File: config.mk
export PLATFORM = sky130hd
export DESIGN_NAME = imu_frame_receiver
export DESIGN_NICKNAME = d
export VERILOG_FILES = /design/src/sv/ifr_pkg.sv /design/src/sv/ifr_ram.sv /design/src/sv/ifr_frontend.sv /design/src/sv/ifr_sequencer.sv /design/src/sv/ifr_datapath.sv /design/src/sv/imu_frame_receiver.sv
export SDC_FILE = /design/constraint.sdc
export NUM_CORES = 1
export LEC_CHECK = 0
export ABC_AREA = 1
export BUFFER_PORTS_ARGS = -buffer_cell sky130_fd_sc_hd__buf_2
export CORE_MARGIN = 2
export CORE_UTILIZATION = 55
export CTS_BUF_LIST = sky130_fd_sc_hd__clkbuf_8
export CTS_CLUSTER_SIZE = 30
export DETAILED_ROUTE_END_ITERATION = 10
export PLACE_DENSITY = 0.72
export SLEW_MARGIN = 10
export SYNTH_ARGS = -nofsm -noshare
export SYNTH_HDL_FRONTEND = slang
export SYNTH_HIERARCHICAL = 1
export SYNTH_SLANG_ARGS = --single-unit
export TNS_END_PERCENT = 100
File: constraint.sdc
create_clock -name clk -period 12.4 [get_ports clk]
set_clock_uncertainty 0.1 [all_clocks]
set_input_delay 0.62 -clock clk [delete_from_list [all_inputs] [get_ports clk]]
set_output_delay 0.62 -clock clk [all_outputs]
set_load 0.005 [all_outputs]
File: src/sv/ifr_pkg.sv
`timescale 1ns / 1ps
package ifr_pkg;

  localparam int StoreDepth = 29;
  localparam int AddrW      = $clog2(StoreDepth);
  localparam int PosW       = 9;
  localparam int IdxW       = 4;
  localparam int ValW       = 32;
  localparam int TdataW     = 56;
  localparam int CfgAddrW   = 2;

  localparam logic [AddrW-1:0] LastSumAddr  = AddrW'(26);
  localparam logic [AddrW-1:0] SumAddr      = AddrW'(28);
  localparam logic [AddrW-1:0] PresAddr     = AddrW'(24);

  localparam logic [7:0] FirstSyncReset  = 8'h88;
  localparam logic [7:0] SecondSyncReset = 8'hAF;
  localparam logic [7:0] SumSeedReset    = 8'h53;

  localparam logic [CfgAddrW-1:0] CFG_FIRST_SYNC  = 2'd0;
  localparam logic [CfgAddrW-1:0] CFG_SECOND_SYNC = 2'd1;
  localparam logic [CfgAddrW-1:0] CFG_SUM_SEED    = 2'd2;

  typedef enum logic [3:0] {
    PH_HUNT1 = 4'b0001,
    PH_HUNT2 = 4'b0010,
    PH_LEN   = 4'b0100,
    PH_DATA  = 4'b1000
  } phase_t;

  typedef enum logic [1:0] {PTR_HOLD = 2'd0, PTR_CLR = 2'd1, PTR_INC = 2'd2} ptr_op_t;
  typedef enum logic [1:0] {ACC_NONE = 2'd0, ACC_SEED = 2'd1, ACC_ADD = 2'd2} acc_op_t;
  typedef enum logic [1:0] {SHF_NONE = 2'd0, SHF_HI = 2'd1, SHF_LO = 2'd2} shf_op_t;
  typedef enum logic [1:0] {
    EMIT_NONE = 2'd0, EMIT_F16 = 2'd1, EMIT_F32 = 2'd2, EMIT_ERR = 2'd3
  } emit_op_t;
  typedef enum logic [1:0] {
    JMP_NEXT = 2'd0, JMP_PTR_NE = 2'd1, JMP_SUM_NE = 2'd2, JMP_DONE = 2'd3
  } jmp_t;

  typedef logic [3:0] step_t;

  localparam step_t StepStart  = 4'd0;
  localparam step_t StepSum    = 4'd1;
  localparam step_t StepWait   = 4'd2;
  localparam step_t StepRsum   = 4'd3;
  localparam step_t StepCheck  = 4'd4;
  localparam step_t StepHi     = 4'd5;
  localparam step_t StepLo     = 4'd6;
  localparam step_t StepEmit16 = 4'd7;
  localparam step_t StepPres   = 4'd8;
  localparam step_t StepEmit32 = 4'd9;
  localparam step_t StepErr    = 4'd10;

  typedef struct packed {
    ptr_op_t          ptr_op;
    acc_op_t          acc_op;
    shf_op_t          shf_op;
    logic             rsum_ld;
    logic             fidx_clr;
    emit_op_t         emit_op;
    jmp_t             jmp;
    logic [AddrW-1:0] lim;
    step_t            target;
  } uword_t;

  typedef struct packed {
    logic [AddrW-1:0] ptr;
    logic             sum_ne;
    logic             out_busy;
  } flags_t;

  // The store read is registered, so each step acts on the byte addressed by the
  // previous step.
  function automatic uword_t ucode(step_t s);
    uword_t w;
    w = '0;
    unique case (s)
      StepStart: begin
        w.ptr_op = PTR_INC;
        w.acc_op = ACC_SEED;
      end
      StepSum: begin
        w.ptr_op = PTR_INC;
        w.acc_op = ACC_ADD;
        w.jmp    = JMP_PTR_NE;
        w.lim    = LastSumAddr + AddrW'(1);
        w.target = StepSum;
      end
      StepWait: begin
        w.ptr_op = PTR_HOLD;
      end
      StepRsum: begin
        w.ptr_op   = PTR_CLR;
        w.rsum_ld  = 1'b1;
        w.fidx_clr = 1'b1;
      end
      StepCheck: begin
        w.ptr_op = PTR_INC;
        w.jmp    = JMP_SUM_NE;
        w.target = StepErr;
      end
      StepHi: begin
        w.ptr_op = PTR_INC;
        w.shf_op = SHF_HI;
      end
      StepLo: begin
        w.shf_op = SHF_HI;
      end
      StepEmit16: begin
        w.ptr_op  = PTR_INC;
        w.emit_op = EMIT_F16;
        w.jmp     = JMP_PTR_NE;
        w.lim     = PresAddr;
        w.target  = StepHi;
      end
      StepPres: begin
        w.ptr_op = PTR_INC;
        w.shf_op = SHF_LO;
        w.jmp    = JMP_PTR_NE;
        w.lim    = SumAddr;
        w.target = StepPres;
      end
      StepEmit32: begin
        w.emit_op = EMIT_F32;
        w.jmp     = JMP_DONE;
      end
      StepErr: begin
        w.emit_op = EMIT_ERR;
        w.jmp     = JMP_DONE;
      end
      default: begin
        w.jmp = JMP_DONE;
      end
    endcase
    return w;
  endfunction

endpackage

File: src/sv/ifr_ram.sv
`timescale 1ns / 1ps
module ifr_ram #(
  parameter int WIDTH = 8,
  parameter int DEPTH = 29
) (
  input  logic                     clk,
  input  logic                     we,
  input  logic [$clog2(DEPTH)-1:0] waddr,
  input  logic [WIDTH-1:0]         wdata,
  input  logic [$clog2(DEPTH)-1:0] raddr,
  output logic [WIDTH-1:0]         rdata
);

  logic [WIDTH-1:0] mem [DEPTH];

  always_ff @(posedge clk) begin
    if (we) begin
      mem[waddr] <= wdata;
    end
    rdata <= mem[raddr];
  end

endmodule

File: src/sv/ifr_frontend.sv
`timescale 1ns / 1ps
module ifr_frontend (
  input  logic                           clk,
  input  logic                           rst,
  input  logic                           accept,
  input  logic [7:0]                     rx_byte,
  input  logic [7:0]                     first_sync,
  input  logic [7:0]                     second_sync,
  output logic                           start,
  output logic                           wr_en,
  output logic [ifr_pkg::AddrW-1:0]      wr_addr,
  output logic [ifr_pkg::StoreDepth-1:0] vld
);

  ifr_pkg::phase_t             phase;
  ifr_pkg::phase_t             phase_next;
  logic [7:0]                  frame_length;
  logic [ifr_pkg::PosW-1:0]    byte_position;
  logic                        at_end;

  assign at_end  = byte_position == ({1'b0, frame_length} + 9'd1);
  assign start   = accept && (phase == ifr_pkg::PH_DATA) && at_end;
  assign wr_en   = accept && (phase == ifr_pkg::PH_DATA) && !at_end &&
                   (byte_position < ifr_pkg::PosW'(ifr_pkg::StoreDepth));
  assign wr_addr = byte_position[ifr_pkg::AddrW-1:0];

  always_comb begin
    phase_next = phase;
    unique case (phase)
      ifr_pkg::PH_HUNT1: if (rx_byte == first_sync) phase_next = ifr_pkg::PH_HUNT2;
      ifr_pkg::PH_HUNT2: if (rx_byte == second_sync) phase_next = ifr_pkg::PH_LEN;
      ifr_pkg::PH_LEN:   phase_next = ifr_pkg::PH_DATA;
      ifr_pkg::PH_DATA:  if (at_end) phase_next = ifr_pkg::PH_HUNT1;
      default:           phase_next = ifr_pkg::PH_HUNT1;
    endcase
  end

  always_ff @(posedge clk) begin
    if (rst) begin
      phase         <= ifr_pkg::PH_HUNT1;
      frame_length  <= '0;
      byte_position <= '0;
      vld           <= '0;
    end else if (accept) begin
      phase <= phase_next;
      if (phase == ifr_pkg::PH_LEN) begin
        frame_length  <= rx_byte;
        byte_position <= '0;
      end else if (phase == ifr_pkg::PH_DATA && !at_end) begin
        byte_position <= byte_position + 9'd1;
      end
      if (wr_en) begin
        vld[wr_addr] <= 1'b1;
      end
    end
  end

endmodule

File: src/sv/ifr_sequencer.sv
`timescale 1ns / 1ps
module ifr_sequencer (
  input  logic            clk,
  input  logic            rst,
  input  logic            start,
  input  ifr_pkg::flags_t flags,
  output ifr_pkg::uword_t uw,
  output logic            en,
  output logic            run
);

  ifr_pkg::step_t step;
  ifr_pkg::step_t step_inc;
  logic           hold;

  assign uw       = ifr_pkg::ucode(step);
  assign hold     = (uw.emit_op != ifr_pkg::EMIT_NONE) && flags.out_busy;
  assign en       = run && !hold;
  assign step_inc = step + 4'd1;

  always_ff @(posedge clk) begin
    if (rst) begin
      step <= ifr_pkg::StepStart;
      run  <= 1'b0;
    end else if (start) begin
      step <= ifr_pkg::StepStart;
      run  <= 1'b1;
    end else if (en) begin
      unique case (uw.jmp)
        ifr_pkg::JMP_NEXT:   step <= step_inc;
        ifr_pkg::JMP_PTR_NE: step <= (flags.ptr != uw.lim) ? uw.target : step_inc;
        ifr_pkg::JMP_SUM_NE: step <= flags.sum_ne ? uw.target : step_inc;
        ifr_pkg::JMP_DONE:   run  <= 1'b0;
        default:             run  <= 1'b0;
      endcase
    end
  end

endmodule

File: src/sv/ifr_datapath.sv
`timescale 1ns / 1ps
module ifr_datapath (
  input  logic                           clk,
  input  logic                           rst,
  input  logic                           start,
  input  logic                           en,
  input  ifr_pkg::uword_t                uw,
  input  logic [7:0]                     rdata,
  input  logic [ifr_pkg::StoreDepth-1:0] vld,
  input  logic [7:0]                     sum_seed,
  input  logic                           m_tready,
  output ifr_pkg::flags_t                flags,
  output logic                           m_tvalid,
  output logic [ifr_pkg::TdataW-1:0]     m_tdata,
  output logic                           m_tuser,
  output logic                           m_tlast
);

  logic [ifr_pkg::AddrW-1:0] ptr;
  logic                      rvld;
  logic [7:0]                data;
  logic [7:0]                acc;
  logic [7:0]                rsum;
  logic [ifr_pkg::ValW-1:0]  shreg;
  logic [ifr_pkg::IdxW-1:0]  fidx;
  logic [ifr_pkg::ValW-1:0]  value;

  assign data           = rvld ? rdata : 8'd0;
  assign flags.ptr      = ptr;
  assign flags.sum_ne   = acc != rsum;
  assign flags.out_busy = m_tvalid && !m_tready;

  always_comb begin
    unique case (uw.emit_op)
      ifr_pkg::EMIT_F16: value = {{16{shreg[15]}}, shreg[15:0]};
      ifr_pkg::EMIT_F32: value = shreg;
      default:           value = '0;
    endcase
  end

  always_ff @(posedge clk) begin
    rvld <= vld[ptr];
    if (rst) begin
      ptr      <= '0;
      fidx     <= '0;
      m_tvalid <= 1'b0;
    end else begin
      if (en && (uw.emit_op != ifr_pkg::EMIT_NONE)) begin
        m_tvalid <= 1'b1;
      end else if (m_tready) begin
        m_tvalid <= 1'b0;
      end
      if (start) begin
        ptr <= '0;
      end else if (en) begin
        case (uw.ptr_op)
          ifr_pkg::PTR_CLR: ptr <= '0;
          ifr_pkg::PTR_INC: ptr <= ptr + 5'd1;
          default:          ptr <= ptr;
        endcase
        case (uw.acc_op)
          ifr_pkg::ACC_SEED: acc <= sum_seed;
          ifr_pkg::ACC_ADD:  acc <= acc + data;
          default:           acc <= acc;
        endcase
        case (uw.shf_op)
          ifr_pkg::SHF_HI: shreg <= {shreg[23:0], data};
          ifr_pkg::SHF_LO: shreg <= {data, shreg[31:8]};
          default:         shreg <= shreg;
        endcase
        if (uw.rsum_ld) begin
          rsum <= data;
        end
        if (uw.fidx_clr) begin
          fidx <= '0;
        end else if (uw.emit_op == ifr_pkg::EMIT_F16 || uw.emit_op == ifr_pkg::EMIT_F32) begin
          fidx <= fidx + 4'd1;
        end
        if (uw.emit_op != ifr_pkg::EMIT_NONE) begin
          m_tuser  <= uw.emit_op == ifr_pkg::EMIT_ERR;
          m_tlast  <= uw.emit_op != ifr_pkg::EMIT_F16;
          m_tdata  <= {4'd0, rsum, acc, value,
                       (uw.emit_op == ifr_pkg::EMIT_ERR) ? 4'd0 : fidx};
        end
      end
    end
  end

endmodule

File: src/sv/imu_frame_receiver.sv
`timescale 1ns / 1ps
// Byte-serial frame receiver for an inertial sensor.
// Bytes arrive on the s_ stream, one per transaction. The block hunts for
// two sync bytes, takes a length byte L and stores payload positions 0 to 28
// of the following L+1 bytes. The byte after the payload starts the check.
// Results leave on the m_ stream; a frame yields 13 decoded fields or one
// mismatch result, and the final one carries tlast.
// Bytes that do not end a frame never hold s_tready low. At a frame end a
// microcoded sequencer walks the single read port of the payload store,
// one byte a cycle for the sum and a high, a low and an emit step for
// each 16-bit field. During that time s_tready is low. Results pass
// through one output register, so a stalled receiver holds the sequencer
// at its next emit step only.
// Reset restores the sync and seed registers, clears the parser state and
// marks every store entry as zero. Configuration writes are taken at any
// edge with cfg_we high and should be made while the block is idle.
module imu_frame_receiver (
  input  logic                                clk,
  input  logic                                rst,
  input  logic                                cfg_we,
  input  logic [ifr_pkg::CfgAddrW-1:0]        cfg_addr,
  input  logic [7:0]                          cfg_data,
  input  logic                                s_tvalid,
  output logic                                s_tready,
  input  logic [7:0]                          s_tdata,   // rx_byte
  output logic                                m_tvalid,
  input  logic                                m_tready,
  // field_index, field_value, computed_sum, received_sum, zero pad
  output logic [ifr_pkg::TdataW-1:0]          m_tdata,
  output logic                                m_tuser,   // kind
  output logic                                m_tlast
);

  logic [7:0]                     first_sync;
  logic [7:0]                     second_sync;
  logic [7:0]                     sum_seed;
  logic                           accept;
  logic                           start;
  logic                           wr_en;
  logic [ifr_pkg::AddrW-1:0]      wr_addr;
  logic [ifr_pkg::StoreDepth-1:0] vld;
  logic [7:0]                     rdata;
  logic                           en;
  logic                           run;
  ifr_pkg::uword_t                uw;
  ifr_pkg::flags_t                flags;

  assign s_tready = !run;
  assign accept   = s_tvalid && s_tready;

  always_ff @(posedge clk) begin
    if (rst) begin
      first_sync  <= ifr_pkg::FirstSyncReset;
      second_sync <= ifr_pkg::SecondSyncReset;
      sum_seed    <= ifr_pkg::SumSeedReset;
    end else if (cfg_we) begin
      case (cfg_addr)
        ifr_pkg::CFG_FIRST_SYNC:  first_sync  <= cfg_data;
        ifr_pkg::CFG_SECOND_SYNC: second_sync <= cfg_data;
        ifr_pkg::CFG_SUM_SEED:    sum_seed    <= cfg_data;
        default: ;
      endcase
    end
  end

  ifr_frontend u_frontend (
    .clk         (clk),
    .rst         (rst),
    .accept      (accept),
    .rx_byte     (s_tdata),
    .first_sync  (first_sync),
    .second_sync (second_sync),
    .start       (start),
    .wr_en       (wr_en),
    .wr_addr     (wr_addr),
    .vld         (vld)
  );

  ifr_ram #(
    .WIDTH (8),
    .DEPTH (ifr_pkg::StoreDepth)
  ) u_store (
    .clk   (clk),
    .we    (wr_en),
    .waddr (wr_addr),
    .wdata (s_tdata),
    .raddr (flags.ptr),
    .rdata (rdata)
  );

  ifr_sequencer u_sequencer (
    .clk   (clk),
    .rst   (rst),
    .start (start),
    .flags (flags),
    .uw    (uw),
    .en    (en),
    .run   (run)
  );

  ifr_datapath u_datapath (
    .clk      (clk),
    .rst      (rst),
    .start    (start),
    .en       (en),
    .uw       (uw),
    .rdata    (rdata),
    .vld      (vld),
    .sum_seed (sum_seed),
    .m_tready (m_tready),
    .flags    (flags),
    .m_tvalid (m_tvalid),
    .m_tdata  (m_tdata),
    .m_tuser  (m_tuser),
    .m_tlast  (m_tlast)
  );

  a_err_single : assert property (@(posedge clk) disable iff (rst)
    m_tvalid && m_tuser |-> m_tlast && (m_tdata[35:0] == 36'd0))
    else $error("mismatch result is not a lone zero result");

  a_last_is_pressure : assert property (@(posedge clk) disable iff (rst)
    m_tvalid && !m_tuser && m_tlast |-> m_tdata[3:0] == 4'd12)
    else $error("decoded frame ends on a field other than pressure");

  a_match_sums : assert property (@(posedge clk) disable iff (rst)
    m_tvalid && !m_tuser |-> m_tdata[43:36] == m_tdata[51:44])
    else $error("decoded field sent with differing checksums");

  a_start_idle : assert property (@(posedge clk) disable iff (rst)
    start |=> run && !s_tready)
    else $error("sequencer did not take the frame end");

endmodule

==> impl_metrics.json <==
{
  "status": "completed",
  "fmax_mhz": 283.3,
  "cts_tree": "yes",
  "rr_worst_depth": 11,
  "cp-start-kind": "flip-flop",
  "finalMaxSlewViolations": 0,
  "wire_per_inst_microns": 17.32,
  "dp_hpwl_microns": 29110,
  "die_h_microns": 193.5,
  "worstPathArrival_ns": 3.65,
  "hold_viol": 0,
  "setup_viol": 0,
  "leakagePower_nw": 8.163,
  "drcViolationCount": 0,
  "rsz0062_at_grt": "false",
  "grt_util_met3_pct": 3.957,
  "grt_max_degree": 113,
  "hold_start": "cfg_data[2]",
  "hold_end": "sum_seed[2]$_SDFFE_PP0P_",
  "clockBufferDepth": 3,
  "drive_gt1_share_pct": 10.88,
  "hp-class": "in -> reg",
  "cap_violations": 0,
  "fin_nets": 2170,
  "final_common_cell": "nand2_1",
  "cts.repair.resized": 0,
  "htree_levels": 3,
  "antenna_found_initial": 0,
  "syn-instance-count": 2053,
  "synth_area_per_cell_sq_um": 9.617,
  "tns_ns": 0,
  "clk_latency_ns": 0.60,
  "clkTransAtPathRegs_ns": 0.06,
  "irDropWorstVdd_mv": 0.07773,
  "fin_crit_ns": 3.530,
  "drtPass1Iterations": 6,
  "dr_total_vias": 14460,
  "synth_area_sq_mm": 0.01974,
  "power.total_mw": 2.736,
  "area_delta_synth_final_pct": 8.669,
  "ant_nets": 0,
  "dp_slack_ns": 8.807,
  "post-cts-setup-buffers": 0,
  "powerDensity_mw_per_mm2": 127.5,
  "grt_pass1_vias": 13940,
  "finalWorstSetupSlack_ns": 8.870,
  "io_pins": 83,
  "use_met1_pct": 32.44,
  "yosys_warnings": 6,
  "crit_path_end_kind": "flip-flop",
  "chipWidth_microns": 193.5,
  "worstReg2RegStart": "u_frontend/frame_length[1]$_SDFFE_PP0P_",
  "mostFrequentLayoutCells": "nand2_1 (600), edfxtp_1 (334), nand3_1 (251)",
  "grt.total_usage_pct": 24.24,
  "fillers": 2923,
  "viasPerCell": 5.499,
  "cts_num_sinks": 432,
  "place.port_buffers": 78,
  "max_slew_margin_pct": 18.26,
  "grt_pass1_wl_microns": 72750,
  "min_delay_path_depth": 3,
  "r2r_slack_ns": 8.87,
  "wirelength_microns": 45560,
  "rows": 69,
  "grt_overflow": 0,
  "busiest_layer": "met2",
  "startpoint": "u_frontend/frame_length[1]$_SDFFE_PP0P_",
  "fin_crit_sh_pct": 28.47,
  "initial_core_util_pct": 55.64,
  "die_area_sq_mm": 0.03743,
  "antenna_cells": 0,
  "cts_hold_buffers": 0,
  "numCtsBuffers": 71,
  "dr.first_iter.drc_count": 1489,
  "path_max_fanout": 34,
  "required_ns": 12.52,
  "use_met2_pct": 39.92,
  "worst_slew_pin_slew_ns": 1.225,
  "gp_congestion": 0.9376,
  "final_util_pct": 60.47,
  "coreArea_sq_mm": 0.03548,
  "r2r_end": "u_store/mem[19][3]$_DFFE_PP_",
  "root_buffer": "clkbuf_8",
  "criticalPathCategory": "reg -> reg"
}
==> flip-flops by register name, summed over array words and instances, names as in the netlist, 4 cells and up <==
register / count
u_frontend/frame_length: 8
u_datapath/shreg: 32
u_datapath/ptr: 5
u_frontend/phase: 4
sum_seed: 8
u_datapath/fidx: 4
u_sequencer/step: 4
u_datapath/acc: 8
u_store/rdata: 8
u_frontend/vld: 29
u_datapath/m_tdata: 52
second_sync: 8
u_store/mem: 232
u_frontend/byte_position: 9
u_datapath/rsum: 8
first_sync: 8
==> routing by layer <==
metal  up-vias  wire [microns]
li1       6982               -
met5         -               0
met4         0            1348
met2       666           21610
met1      6720           19020
met3        95            3590
==> critical path, cell delays in order (launching register included) <==
cell and delay, ns:
dfxtp_1 0.37, ha_1 0.20, nand3_1 0.11, o21ai_0 0.25, nand2_1 0.09, nand2_1 0.06
nand2_1 0.08, nand3_4 0.31, nand3_1 0.21, inv_1 0.16, nand3_1 0.47, nor2_1 0.73
==> through the flow <==
step | hold slack (ns) | cells | area (sq um)
after detailed placement | 0.3416 | 2507 | 20190
after global routing | 0.2214 | 2630 | 21460
after global placement | 0.3331 | 2507 | 20190
after floorplan | 0.3250 | 2056 | 19760
final | 0.2279 | 2630 | 21460
after CTS | 0.1895 | 2630 | 21460
==> worst max path at each step <==
stage | to | slack (ns)
6_report | u_store/mem[19][3]$_DFFE_PP_ | 8.87
5_1_grt | u_store/mem[5][2]$_DFFE_PP_ | 8.59
4_1_cts | u_store/mem[26][1]$_DFFE_PP_ | 8.94
3_5_place_dp | u_store/mem[2][2]$_DFFE_PP_ | 8.81
3_3_place_gp | u_store/mem[26][0]$_DFFE_PP_ | 8.94
2_1_floorplan | u_datapath/m_tdata[0]$_SDFFCE_PP0P_ | 7.94
==> final cells by class <==
type	instances	area (sq um)	share of cell area, %
inverters	173	669.4	3.120
clock buffers	77	1060	4.939
multi-input cells	1348	6442	30.03
repair buffers	93	503.0	2.344
clock inverters	46	207.7	0.9680
flip-flops and latches	432	12000	55.91
well taps	461	576.8	2.688
==> where the power goes <==
part	internal, mW	total [mW]	switching, mW
Combinational	0.0148	0.0566	0.0418
Clock	0.573	1.12	0.546
Sequential	1.56	1.56	0.00341
No activity file was read; power rests on OpenSTA's default activity.
